==> src/rtl/sofh_pkg.sv <==
// Shared types and constants for the start/length/end frame hunter.
package sofh_pkg;

	localparam int DATA_W = 8;
	localparam int LEN_W = 7;
	localparam int TOT_W = 17;
	localparam int CFG_IDX_W = 2;
	localparam int CFG_DATA_W = 8;

	localparam int unsigned HDR_BYTES = 4;
	localparam int unsigned LEN_LO_OFF = 2;
	localparam int unsigned LEN_HI_OFF = 3;
	localparam int unsigned FRAME_OVERHEAD = 9;

	localparam logic [CFG_IDX_W-1:0] CFG_START_BYTE = 2'd0;
	localparam logic [CFG_IDX_W-1:0] CFG_END_BYTE = 2'd1;
	localparam logic [CFG_IDX_W-1:0] CFG_MAX_LEN = 2'd2;

	localparam logic [DATA_W-1:0] START_BYTE_RST = 8'd0;
	localparam logic [DATA_W-1:0] END_BYTE_RST = 8'd255;
	localparam logic [LEN_W-1:0] MAX_LEN_RST = 7'd64;

	typedef struct packed {
		logic [DATA_W-1:0] start_byte;
		logic [DATA_W-1:0] end_byte;
		logic [LEN_W-1:0]  max_frame_len;
	} cfg_t;

	typedef struct packed {
		logic              valid;
		logic [DATA_W-1:0] frame_byte;
		logic [LEN_W-1:0]  frame_length;
		logic              last_of_frame;
	} out_req_t;

endpackage

==> src/rtl/sofh_if.sv <==
// Valid/ready channel interfaces for received bytes and emitted frame bytes.
interface sofh_rx_if;
	logic                      valid;
	logic                      ready;
	logic [sofh_pkg::DATA_W-1:0] rx_byte;

	modport source (output valid, output rx_byte, input ready);
	modport sink (input valid, input rx_byte, output ready);
endinterface

interface sofh_frame_if;
	logic                      valid;
	logic                      ready;
	logic [sofh_pkg::DATA_W-1:0] frame_byte;
	logic [sofh_pkg::LEN_W-1:0]  frame_length;
	logic                      last_of_frame;

	modport source (output valid, output frame_byte, output frame_length,
		output last_of_frame, input ready);
	modport sink (input valid, input frame_byte, input frame_length,
		input last_of_frame, output ready);
endinterface

==> src/rtl/sof_len_eof_frame_hunter_unit.sv <==
// Top level: config registers, byte ring RAM, hunt sequencer and output register.
// Each byte enters the ring, then a hunt step returns to IDLE when under 4 bytes are held.
// Head bytes are discarded one by one, each checked through the single RAM read port.
// A complete frame passes HUNT, CHK0, RD2, RD3, CHKT and CHKE once its end byte is accepted,
// then streams 1 byte per cycle unless the output stalls; no new byte is taken until the frame is handed off.
// Reset clears control and config registers at once; ring contents are not cleared.
module sof_len_eof_frame_hunter_unit #(
	parameter int RING_DEPTH = 64
) (
	input  logic                              clk,
	input  logic                              arst_n,
	sofh_rx_if.sink                           rx,
	sofh_frame_if.source                      frame,
	input  logic                              cfg_we,
	input  logic [sofh_pkg::CFG_IDX_W-1:0]    cfg_index,
	input  logic [sofh_pkg::CFG_DATA_W-1:0]   cfg_data
);

	localparam int IDX_W = $clog2(RING_DEPTH);

	sofh_pkg::cfg_t      cfg_q;
	sofh_pkg::out_req_t  out_req;
	logic                out_space;
	logic                out_valid_q;
	logic [sofh_pkg::DATA_W-1:0] out_byte_q;
	logic [sofh_pkg::LEN_W-1:0]  out_len_q;
	logic                out_last_q;

	logic                    mem_we;
	logic [IDX_W-1:0]        mem_waddr;
	logic [sofh_pkg::DATA_W-1:0] mem_wdata;
	logic [IDX_W-1:0]        mem_raddr;
	logic [sofh_pkg::DATA_W-1:0] mem_rdata;

	always_ff @(posedge clk or negedge arst_n) begin
		if (!arst_n) begin
			cfg_q.start_byte <= sofh_pkg::START_BYTE_RST;
			cfg_q.end_byte <= sofh_pkg::END_BYTE_RST;
			cfg_q.max_frame_len <= sofh_pkg::MAX_LEN_RST;
		end else if (cfg_we) begin
			case (cfg_index)
				sofh_pkg::CFG_START_BYTE: cfg_q.start_byte <= cfg_data;
				sofh_pkg::CFG_END_BYTE:   cfg_q.end_byte <= cfg_data;
				sofh_pkg::CFG_MAX_LEN:    cfg_q.max_frame_len <= cfg_data[sofh_pkg::LEN_W-1:0];
				default: ;
			endcase
		end
	end

	sofh_ram #(
		.WIDTH (sofh_pkg::DATA_W),
		.DEPTH (RING_DEPTH)
	) u_ring (
		.clk   (clk),
		.we    (mem_we),
		.waddr (mem_waddr),
		.wdata (mem_wdata),
		.raddr (mem_raddr),
		.rdata (mem_rdata)
	);

	sofh_ctrl #(
		.RING_DEPTH (RING_DEPTH)
	) u_ctrl (
		.clk       (clk),
		.arst_n    (arst_n),
		.cfg       (cfg_q),
		.in_valid  (rx.valid),
		.in_ready  (rx.ready),
		.in_byte   (rx.rx_byte),
		.out_req   (out_req),
		.out_space (out_space),
		.mem_we    (mem_we),
		.mem_waddr (mem_waddr),
		.mem_wdata (mem_wdata),
		.mem_raddr (mem_raddr),
		.mem_rdata (mem_rdata)
	);

	// output register: takes a new byte when empty or being drained
	assign out_space = !out_valid_q || frame.ready;

	always_ff @(posedge clk or negedge arst_n) begin
		if (!arst_n) begin
			out_valid_q <= 1'b0;
		end else if (out_space) begin
			out_valid_q <= out_req.valid;
		end
	end

	always_ff @(posedge clk) begin
		if (out_space && out_req.valid) begin
			out_byte_q <= out_req.frame_byte;
			out_len_q <= out_req.frame_length;
			out_last_q <= out_req.last_of_frame;
		end
	end

	assign frame.valid = out_valid_q;
	assign frame.frame_byte = out_byte_q;
	assign frame.frame_length = out_len_q;
	assign frame.last_of_frame = out_last_q;

endmodule

==> src/rtl/sofh_ram.sv <==
// Generic single-write, single-read RAM with registered read data.
module sofh_ram #(
	parameter int WIDTH = 8,
	parameter int DEPTH = 64
) (
	input  logic                     clk,
	input  logic                     we,
	input  logic [$clog2(DEPTH)-1:0] waddr,
	input  logic [WIDTH-1:0]         wdata,
	input  logic [$clog2(DEPTH)-1:0] raddr,
	output logic [WIDTH-1:0]         rdata
);

	logic [WIDTH-1:0] mem [DEPTH];

	always_ff @(posedge clk) begin
		if (we) begin
			mem[waddr] <= wdata;
		end
		rdata <= mem[raddr];
	end

endmodule

==> src/rtl/sofh_ctrl.sv <==
// Ring bookkeeping and frame hunt sequencer working through the byte RAM.
module sofh_ctrl #(
	parameter int RING_DEPTH = 64
) (
	input  logic                          clk,
	input  logic                          arst_n,
	input  sofh_pkg::cfg_t                cfg,
	input  logic                          in_valid,
	output logic                          in_ready,
	input  logic [sofh_pkg::DATA_W-1:0]   in_byte,
	output sofh_pkg::out_req_t            out_req,
	input  logic                          out_space,
	output logic                          mem_we,
	output logic [$clog2(RING_DEPTH)-1:0] mem_waddr,
	output logic [sofh_pkg::DATA_W-1:0]   mem_wdata,
	output logic [$clog2(RING_DEPTH)-1:0] mem_raddr,
	input  logic [sofh_pkg::DATA_W-1:0]   mem_rdata
);

	localparam int IDX_W = $clog2(RING_DEPTH);
	localparam int FILL_W = $clog2(RING_DEPTH + 1);
	localparam logic [FILL_W-1:0] DEPTH_F = FILL_W'(RING_DEPTH);
	localparam logic [sofh_pkg::LEN_W-1:0] DEPTH_L = sofh_pkg::LEN_W'(RING_DEPTH);

	localparam logic [2:0] ST_IDLE = 3'd0;
	localparam logic [2:0] ST_HUNT = 3'd1;
	localparam logic [2:0] ST_CHK0 = 3'd2;
	localparam logic [2:0] ST_RD2  = 3'd3;
	localparam logic [2:0] ST_RD3  = 3'd4;
	localparam logic [2:0] ST_CHKT = 3'd5;
	localparam logic [2:0] ST_CHKE = 3'd6;
	localparam logic [2:0] ST_EMIT = 3'd7;

	logic [2:0]                   state_q;
	logic [IDX_W-1:0]             head_q;
	logic [FILL_W-1:0]            fill_q;
	logic [sofh_pkg::DATA_W-1:0]  lo_q;
	logic [sofh_pkg::TOT_W-1:0]   total_q;
	logic [FILL_W-1:0]            k_q;

	logic [sofh_pkg::LEN_W-1:0]   limit;
	logic                         tot_big;
	logic [FILL_W-1:0]            tot_f;
	logic [FILL_W-1:0]            rd_off;
	logic                         take;
	logic                         last_k;

	// ring position base + off, with off <= depth so one subtract wraps it
	function automatic logic [IDX_W-1:0] wrap_add(input logic [IDX_W-1:0] base,
		input logic [FILL_W-1:0] off);
		logic [FILL_W:0] s;
		s = (FILL_W+1)'(base) + (FILL_W+1)'(off);
		if (s >= (FILL_W+1)'(RING_DEPTH)) begin
			s = s - (FILL_W+1)'(RING_DEPTH);
		end
		return s[IDX_W-1:0];
	endfunction

	assign limit = (cfg.max_frame_len > DEPTH_L) ? DEPTH_L : cfg.max_frame_len;
	assign tot_big = total_q > sofh_pkg::TOT_W'(limit);
	assign tot_f = total_q[FILL_W-1:0];
	assign take = (state_q == ST_EMIT) && out_space;
	assign last_k = (k_q == tot_f - 1'b1);

	assign in_ready = (state_q == ST_IDLE);
	assign mem_we = in_valid && in_ready && (fill_q != DEPTH_F);
	assign mem_waddr = wrap_add(head_q, fill_q);
	assign mem_wdata = in_byte;

	// read address is issued in the state ahead of the one that uses the data
	always_comb begin
		rd_off = '0;
		case (state_q)
			ST_CHK0: rd_off = FILL_W'(sofh_pkg::LEN_LO_OFF);
			ST_RD2:  rd_off = FILL_W'(sofh_pkg::LEN_HI_OFF);
			ST_CHKT: rd_off = tot_big ? '0 : tot_f - 1'b1;
			ST_EMIT: rd_off = take ? k_q + 1'b1 : k_q;
			default: rd_off = '0;
		endcase
	end

	assign mem_raddr = wrap_add(head_q, rd_off);

	assign out_req.valid = (state_q == ST_EMIT);
	assign out_req.frame_byte = mem_rdata;
	assign out_req.frame_length = sofh_pkg::LEN_W'(tot_f);
	assign out_req.last_of_frame = last_k;

	always_ff @(posedge clk or negedge arst_n) begin
		if (!arst_n) begin
			state_q <= ST_IDLE;
			head_q <= '0;
			fill_q <= '0;
			lo_q <= '0;
			total_q <= '0;
			k_q <= '0;
		end else begin
			case (state_q)
				ST_IDLE: begin
					if (in_valid) begin
						if (fill_q != DEPTH_F) begin
							fill_q <= fill_q + 1'b1;
						end
						state_q <= ST_HUNT;
					end
				end
				ST_HUNT: begin
					if (fill_q < FILL_W'(sofh_pkg::HDR_BYTES)) begin
						state_q <= ST_IDLE;
					end else begin
						state_q <= ST_CHK0;
					end
				end
				ST_CHK0: begin
					if (mem_rdata != cfg.start_byte) begin
						head_q <= wrap_add(head_q, FILL_W'(1));
						fill_q <= fill_q - 1'b1;
						state_q <= ST_HUNT;
					end else begin
						state_q <= ST_RD2;
					end
				end
				ST_RD2: begin
					lo_q <= mem_rdata;
					state_q <= ST_RD3;
				end
				ST_RD3: begin
					total_q <= sofh_pkg::TOT_W'({mem_rdata, lo_q}) +
						sofh_pkg::TOT_W'(sofh_pkg::FRAME_OVERHEAD);
					state_q <= ST_CHKT;
				end
				ST_CHKT: begin
					if (tot_big) begin
						head_q <= wrap_add(head_q, FILL_W'(1));
						fill_q <= fill_q - 1'b1;
						state_q <= ST_HUNT;
					end else if (fill_q < tot_f) begin
						state_q <= ST_IDLE;
					end else begin
						state_q <= ST_CHKE;
					end
				end
				ST_CHKE: begin
					if (mem_rdata != cfg.end_byte) begin
						head_q <= wrap_add(head_q, FILL_W'(1));
						fill_q <= fill_q - 1'b1;
						state_q <= ST_HUNT;
					end else begin
						k_q <= '0;
						state_q <= ST_EMIT;
					end
				end
				ST_EMIT: begin
					if (take) begin
						if (last_k) begin
							head_q <= wrap_add(head_q, tot_f);
							fill_q <= fill_q - tot_f;
							state_q <= ST_IDLE;
						end else begin
							k_q <= k_q + 1'b1;
						end
					end
				end
				default: state_q <= ST_IDLE;
			endcase
		end
	end

endmodule

==> src/flat_wrapper.sv <==
// flat-port wrapper written by rule: the top's interface ports become plain ports
module sof_len_eof_frame_hunter_unit_flat 
#(
	parameter int RING_DEPTH = 64
)
  (clk, arst_n, cfg_we, cfg_index, cfg_data, rx_valid, rx_rx_byte, rx_ready, frame_valid, frame_frame_byte, frame_frame_length, frame_last_of_frame, frame_ready);
  sofh_rx_if rx_i ();
  sofh_frame_if frame_i ();
  input  logic clk;
  input  logic arst_n;
  input  logic cfg_we;
  input  logic [sofh_pkg::CFG_IDX_W-1:0] cfg_index;
  input  logic [sofh_pkg::CFG_DATA_W-1:0] cfg_data;
  input wire logic [$bits(rx_i.valid)-1:0] rx_valid;
  input wire logic [$bits(rx_i.rx_byte)-1:0] rx_rx_byte;
  output wire logic [$bits(rx_i.ready)-1:0] rx_ready;
  output wire logic [$bits(frame_i.valid)-1:0] frame_valid;
  output wire logic [$bits(frame_i.frame_byte)-1:0] frame_frame_byte;
  output wire logic [$bits(frame_i.frame_length)-1:0] frame_frame_length;
  output wire logic [$bits(frame_i.last_of_frame)-1:0] frame_last_of_frame;
  input wire logic [$bits(frame_i.ready)-1:0] frame_ready;
  assign rx_i.valid = rx_valid;
  assign rx_i.rx_byte = rx_rx_byte;
  assign rx_ready = rx_i.ready;
  assign frame_valid = frame_i.valid;
  assign frame_frame_byte = frame_i.frame_byte;
  assign frame_frame_length = frame_i.frame_length;
  assign frame_last_of_frame = frame_i.last_of_frame;
  assign frame_i.ready = frame_ready;
  sof_len_eof_frame_hunter_unit #(.RING_DEPTH(RING_DEPTH)) u_core (.clk(clk), .arst_n(arst_n), .rx(rx_i), .frame(frame_i), .cfg_we(cfg_we), .cfg_index(cfg_index), .cfg_data(cfg_data));
endmodule
==> config.mk <==
export PLATFORM = sky130hd
export DESIGN_NAME = sof_len_eof_frame_hunter_unit_flat
export DESIGN_NICKNAME = d
export VERILOG_FILES = /design/src/rtl/sofh_pkg.sv /design/src/rtl/sofh_if.sv /design/src/rtl/sof_len_eof_frame_hunter_unit.sv /design/src/rtl/sofh_ram.sv /design/src/rtl/sofh_ctrl.sv /design/src/flat_wrapper.sv
export SDC_FILE = /design/constraint.sdc
export NUM_CORES = 1
export LEC_CHECK = 0
export ABC_AREA = 0
export BUFFER_PORTS_ARGS = -buffer_cell sky130_fd_sc_hd__buf_2
export CAP_MARGIN = 5
export CORE_AREA = 4 4 221 223
export CTS_CLUSTER_SIZE = 25
export DETAILED_ROUTE_END_ITERATION = 7
export DIE_AREA = 0 0 225 227
export PLACE_DENSITY = 0.69
export SLEW_MARGIN = 20
export SYNTH_ARGS = -nofsm -noshare
export SYNTH_HDL_FRONTEND = slang
export SYNTH_SLANG_ARGS = --single-unit
==> constraint.sdc <==
create_clock -name clk -period 13.1 [get_ports clk]
set_input_delay 1.965 -clock clk [delete_from_list [all_inputs] [get_ports clk]]
set_output_delay 1.965 -clock clk [all_outputs]
set_load 0.02 [all_outputs]
==> results.sh, run 1 <==
export IMPL_critPathCaptureType="register"
export IMPL_synthTopCellsByArea="edfxtp_1, mux4_2, dfrtp_1, ha_1, mux2_2"
export IMPL_p_leak_nw=9.56
export IMPL_timing_final_crit_share_pct=45.2
export IMPL_total_power_mw=5.57
export IMPL_gp_congestion=0.805
export IMPL_wirelength_um=55400
export IMPL_ys_top_cells_by_count="edfxtp_1, mux4_2, nor2_1"
export IMPL_cts_inserted_buffers=58
export IMPL_hold_violations=0
export IMPL_status="complete, no violations"
export IMPL_r2r_end="u_core.u_ring.rdata[1]$_DFF_P_"
export IMPL_clk_latency_ps=640
export IMPL_setup_viol=0
export IMPL_hp_class="reg2reg"
export IMPL_fin_nets=1484
export IMPL_clock_path_buffers=3
export IMPL_tightest_slew_ps=1150
export IMPL_cp_required_ps=13560
export IMPL_core_sq_um=46600
export IMPL_synth_edf_count=528
export IMPL_cts_resized=0
export IMPL_ys_types=77
export IMPL_drc=0
export IMPL_drv_cap=0
export IMPL_antenna_left=0
export IMPL_postCtsHoldBufs=0
export IMPL_h_tree_depth=2
export IMPL_worstSetupPathType="in2reg"
export IMPL_rr_startpoint="u_core.cfg_q[6]$_DFFE_PN1P_"
export IMPL_ctsRootBufferMaster="clkbuf_16"
export IMPL_dieWidth_um=225
export IMPL_synth_most_common_cell="edfxtp_1"
export IMPL_area_growth_pct=10.7
export IMPL_cp_max_fo=43
export IMPL_syn_nets=1430
export IMPL_min_to="u_core.u_ctrl.total_q[8]$_DFFE_PN0P_"
export IMPL_drt_initial_drc_count=1329
export IMPL_synth_seq_cells=608
export IMPL_min_delay_start="u_core.u_ctrl.total_q[8]$_DFFE_PN0P_"
export IMPL_track_usage_pct=22.1
export IMPL_ff2ff_path_depth=14
export IMPL_yosysTopAreaCell="edfxtp_1"
export IMPL_maxSlewViolCount=0
export IMPL_yosysTopAreaCellShare_pct=61.8
export IMPL_hold_depth=2
export IMPL_fin_skew_ps=37.2
export IMPL_irDropWorstVdd_v=0.000166
export IMPL_ys_seq_area_share_pct=69.5
export IMPL_post_route_min_period_ps=5930
export IMPL_wl_per_cell_um=26.7
export IMPL_post_cts_setup_buffer_count=0
export IMPL_r2r_slack_ps=7360
export IMPL_synthFlopType="edfxtp_1"
export IMPL_fin_tns_setup_ps=0
export IMPL_dieArea_sq_um=51100
export IMPL_async_flop_share_pct=11.8
export IMPL_grt_ovfl_total=0
export IMPL_n_antenna_cell=0
export IMPL_grt_max_degree=65
export IMPL_drtPass1Iterations=6
export IMPL_viasPerCell=6.16
export IMPL_max_clock_freq_mhz=169
export IMPL_relSlewSlack_pct=23.1
export IMPL_dp_hpwl_um=33900
export IMPL_rows=79
export IMPL_clock_sinks=608
export IMPL_syn_area_per_cell_sq_um=18.8
export IMPL_grt_pass1_vias=13100
export IMPL_power_density_nw_per_um2=196
export IMPL_die_h_um=227
export IMPL_crit_arrival_ps=6390
export IMPL_path_clk_slew_ps=60
export IMPL_synth_warnings=0
export IMPL_grt_pass1_wl_um=83800
export IMPL_synthCells=1365
export IMPL_start_kind="input port"
export IMPL_port_buffers=40
export IMPL_cts_tree="done"
export IMPL_antenna_found_initial=1
export IMPL_grt_setup_unrepaired="no"
export IMPL_initial_core_util_pct=55.1
export IMPL_ioPinCount=41
export IMPL_drive_gt1_share_pct=24.3
export IMPL_vias=12800
export IMPL_synth_area_sq_um=25600
## cells in the final DEF (no fill, tap or decap), types with 13 or more instances in the layout
cell type  netlist  routed
xnor2_1         37      34
mux4_2         148     148
nor2_1          96      93
buf_2           14      32
xor2_1          26      26
clkinv_2         1      13
mux2i_1         25      25
o21ai_0         23      23
edfxtp_1       528     528
buf_4            0      18
nor3_1          13      13
nand2_1         63      63
mux2_2          33      33
clkbuf_1        28      14
nand3_1         18      18
ha_1            37      36
dfrtp_1         63      63
clkbuf_16        0      58
inv_1           27      27
a21oi_1         20      20
## worst max-delay path by stage
stage                     slack [ps]                             end   startpoint
after floorplan                 8030  u_core.u_ring.rdata[6]$_DFF_P_  frame_ready
after global placement          6520  u_core.u_ring.rdata[1]$_DFF_P_  frame_ready
after detailed placement        6480  u_core.u_ring.rdata[0]$_DFF_P_  frame_ready
after CTS                       7150  u_core.u_ring.rdata[1]$_DFF_P_  frame_ready
after global routing            6990  u_core.u_ring.rdata[1]$_DFF_P_  frame_ready
final                           7170  u_core.u_ring.rdata[1]$_DFF_P_  frame_ready
## sequential cells by signal (all words and copies together) (netlist names)
name                        flops
u_core.u_ring.mem             512
u_core.cfg_q                   23
u_core.u_ctrl.total_q          17
u_core.frame.frame_byte         8
u_core.u_ctrl.lo_q              8
u_core.u_ring.rdata             8
u_core.frame.frame_length       7
u_core.u_ctrl.fill_q            7
u_core.u_ctrl.k_q               7
u_core.u_ctrl.head_q            6
u_core.u_ctrl.state_q           3
u_core.frame.last_of_frame      1
u_core.frame.valid              1
## metrics by stage
step	setup WS, ps	area, sq um	std cells	hold slack [ps]	utilization, %
2_1_floorplan	8030	25600	1365	406	-
3_3_place_gp	6520	26400	1966	463	56.7
3_5_place_dp	6480	26400	1966	473	56.7
4_1_cts	7150	28400	2075	486	60.9
5_1_grt	6990	28400	2075	504	61.0
6_report	7170	28400	2075	481	61.0
## final cells by class
type	count	area (sq um)
Sequential cell	608	17800
Clock buffer	75	1550
Clock inverter	34	438
Inverter	28	106
Multi-Input combinational cell	673	7420
Fill cell	3288	18200
Tap cell	607	759
Timing Repair Buffer	50	295
## cells by family after synthesis
kind of cell / synth area share (%)
compound gates: 2.60
xor+xnor: 2.56
buf+inv: 1.78
mux: 17.0
simple gates: 4.41
flops: 69.5
fa+ha+maj: 2.20
## routing by layer
layer	track usage (%)	wire (um)	vias to the layer above
met1	31.3	23200	6689
met5	0	0	-
met3	4.95	3850	90
met4	5.99	1370	0
li1	-	-	5571
met2	35.6	27000	442
## report_power, final
group | switching (mW) | internal, mW | total [mW]
logic | 0.827 | 0.763 | 1.59
clock network | 0.722 | 0.996 | 1.72
registers | 0.0906 | 2.17 | 2.26
## worst max-delay path: stages
cell	delay (ps)
buf_2	120
nand2b_1	220
xnor2_1	190
o221ai_1	210
ha_4	260
fa_4	1260
buf_4	640
mux4_2	410
mux4_2	530
mux2i_1	390
mux2i_1	140
Note: power is estimated with default switching activity, not from simulation.
==> run 2, diff against run 1 <==
--- a/config.mk
+++ b/config.mk
@@ -12,7 +12,7 @@
 export CTS_CLUSTER_SIZE = 25
 export DETAILED_ROUTE_END_ITERATION = 7
 export DIE_AREA = 0 0 225 227
-export PLACE_DENSITY = 0.69
+export PLACE_DENSITY = 0.72
 export SLEW_MARGIN = 20
 export SYNTH_ARGS = -nofsm -noshare
 export SYNTH_HDL_FRONTEND = slang
==> constraint.sdc (replaced) <==
create_clock -name clk -period 5.3 [get_ports clk]
set_input_delay 0.795 -clock clk [delete_from_list [all_inputs] [get_ports clk]]
set_output_delay 0.795 -clock clk [all_outputs]
set_load 0.02 [all_outputs]
==> results.sh, run 2 (synthesized netlist as in run 1, its figures left out) <==
export IMPL_gp_congestion=0.851
export IMPL_grt_setup_unrepaired="no"
export IMPL_status="complete, no violations"
export IMPL_final_common_cell="edfxtp_1"
export IMPL_slowest_delay_ps=910
export IMPL_fin_nets=1501
export IMPL_viasPerCell=6.22
export IMPL_port_buffers=40
export IMPL_cpMostUsedCell="mux2i_1"
export IMPL_num_fill_cells=3240
export IMPL_final_cells=2093
export IMPL_hp_class="in2async"
export IMPL_grt_ovfl_total=0
export IMPL_slowest_stage="fa_4"
export IMPL_dieArea_sq_um=51100
export IMPL_drv_cap=0
export IMPL_post_route_min_period_ps=5060
export IMPL_path_clk_slew_ps=70
export IMPL_h_tree_depth=2
export IMPL_place_area_sq_um=26600
export IMPL_clock_path_buffers=3
export IMPL_clock_sinks=608
export IMPL_max_clock_freq_mhz=198
export IMPL_initial_core_util_pct=55.1
export IMPL_cp_max_fo=72
export IMPL_antenna_left=0
export IMPL_drt_initial_drc_count=1516
export IMPL_grt_pass1_vias=13300
export IMPL_rr_startpoint="u_core.cfg_q[6]$_DFFE_PN1P_"
export IMPL_crit_path_start="u_core.cfg_q[6]$_DFFE_PN1P_"
export IMPL_fin_skew_ps=16.4
export IMPL_vias=13000
export IMPL_reg_top3="u_core.u_ring.mem: 512 flops, u_core.cfg_q: 23 flops, u_core.u_ctrl.total_q: 17 flops"
export IMPL_grt_max_degree=73
export IMPL_setup_viol=0
export IMPL_wirelength_um=55900
export IMPL_track_usage_pct=22.5
export IMPL_clk_latency_ps=620
export IMPL_drc=0
export IMPL_fin_util_pct=61.5
export IMPL_start_kind="register"
export IMPL_antenna_found_initial=0
export IMPL_p_leak_nw=9.69
export IMPL_maxSlewViolCount=0
export IMPL_stdcell_area_sq_um=28600
export IMPL_timing_final_crit_share_pct=95.4
export IMPL_cp_required_ps=5780
export IMPL_post_cts_setup_buffer_count=0
export IMPL_seq_area_sq_um=17800
export IMPL_multi_input_area_sq_um=7400
export IMPL_r2r_slack_ps=240
export IMPL_fin_tns_setup_ps=0
export IMPL_dieWidth_um=225
export IMPL_die_h_um=227
export IMPL_dp_hpwl_um=34400
export IMPL_hold_violations=0
export IMPL_irDropWorstVdd_v=0.000460
export IMPL_ioPinCount=41
export IMPL_tightest_slew_ps=1040
export IMPL_worstSetupPathType="reg2reg"
export IMPL_final_cell_mix="edfxtp_1, mux4_2, nor2_1"
export IMPL_wl_per_cell_um=26.7
export IMPL_critPathCaptureType="register"
export IMPL_rows=79
export IMPL_ctsRootBufferMaster="clkbuf_16"
export IMPL_relSlewSlack_pct=30.1
export IMPL_ff2ff_path_depth=14
export IMPL_largest_register="u_core.u_ring.mem"
export IMPL_post_place_cells=1982
export IMPL_drive_gt1_share_pct=25.0
export IMPL_n_antenna_cell=0
export IMPL_power_density_nw_per_um2=492
export IMPL_core_sq_um=46600
export IMPL_crit_arrival_ps=5530
export IMPL_largest_register_ffs=512
export IMPL_drtPass1Iterations=7
export IMPL_area_growth_pct=11.5
export IMPL_r2r_end="u_core.u_ring.rdata[5]$_DFF_P_"
export IMPL_cts_tree="done"
export IMPL_grt_pass1_wl_um=85100
export IMPL_cts_inserted_buffers=59
export IMPL_worstPathCellList="inv_1 -> ha_1 -> nand4_1 -> a21oi_2 -> o22ai_4 -> nand2_1 -> o221ai_1 -> ha_4 -> fa_4 -> buf_12 -> mux4_2 -> mux4_1 -> mux2i_1 -> mux2i_1"
## run 2: changes by cell type in the layout (fill, tap and decap cells not counted), sizes merged
cell      change
clkinv        -2
clkinvlp      -1
clkbuf        -3
buf          +16
inv           +5
bufinv        +3
## run 2: how the worst max path moves through the flow
stage                                     endpoint  slack (ps)
floorplan           u_core.u_ring.rdata[6]$_DFF_P_        1050
global placement    u_core.u_ring.rdata[1]$_DFF_P_         270
detailed placement  u_core.u_ring.rdata[1]$_DFF_P_         170
CTS                 u_core.u_ring.rdata[1]$_DFF_P_         200
global route        u_core.u_ring.rdata[5]$_DFF_P_          80
finish              u_core.u_ring.rdata[5]$_DFF_P_         240
## run 2: repair_timing
action                     CTS  global route
gates resized for setup      0             1
hold buffers                 0             0
setup endpoints to repair    0             1
## run 2: report_power, final
part | switching (mW) | internal [mW]
combinational | 2.09 | 1.99
clock | 1.78 | 2.60
sequential | 0.223 | 5.37
total | 4.09 | 9.97
## run 2: cell type report
cell class / instances / area share, %
clock inverters: 39 / 1.71
clock buffers: 72 / 5.37
repair buffers: 66 / 1.70
inverters: 28 / 0.372
multi-input cells: 673 / 25.9
well taps: 607 / 2.65
flip-flops and latches: 608 / 62.3
## run 2: stage by stage
stage          total power [mW]  setup slack (ps)  hold WS [ps]
5_1_grt                    14.6              78.3           157
3_5_place_dp               9.80               171           471
2_1_floorplan              8.50              1050           406
4_1_cts                    14.1               198           107
3_3_place_gp               9.72               265           464
6_report                   14.1               243           136
## run 2: worst max-delay path: cells and delay by family, from the launching register on
family          cells  cell delay, ps
flops               1             530
compound gates      3             570
fa+ha+maj           3            1480
simple gates        2             360
mux                 4            1450
buf+inv             2             460
## run 2: routing by layer
layer  GRT usage (%)  vias to the layer above  wire length, um
li1                -                     5627                -
met1            31.5                     6772            22600
met2            37.2                      529            27900
met3            4.15                       85             4090
met4            6.13                        0             1290
met5               0                        -                0
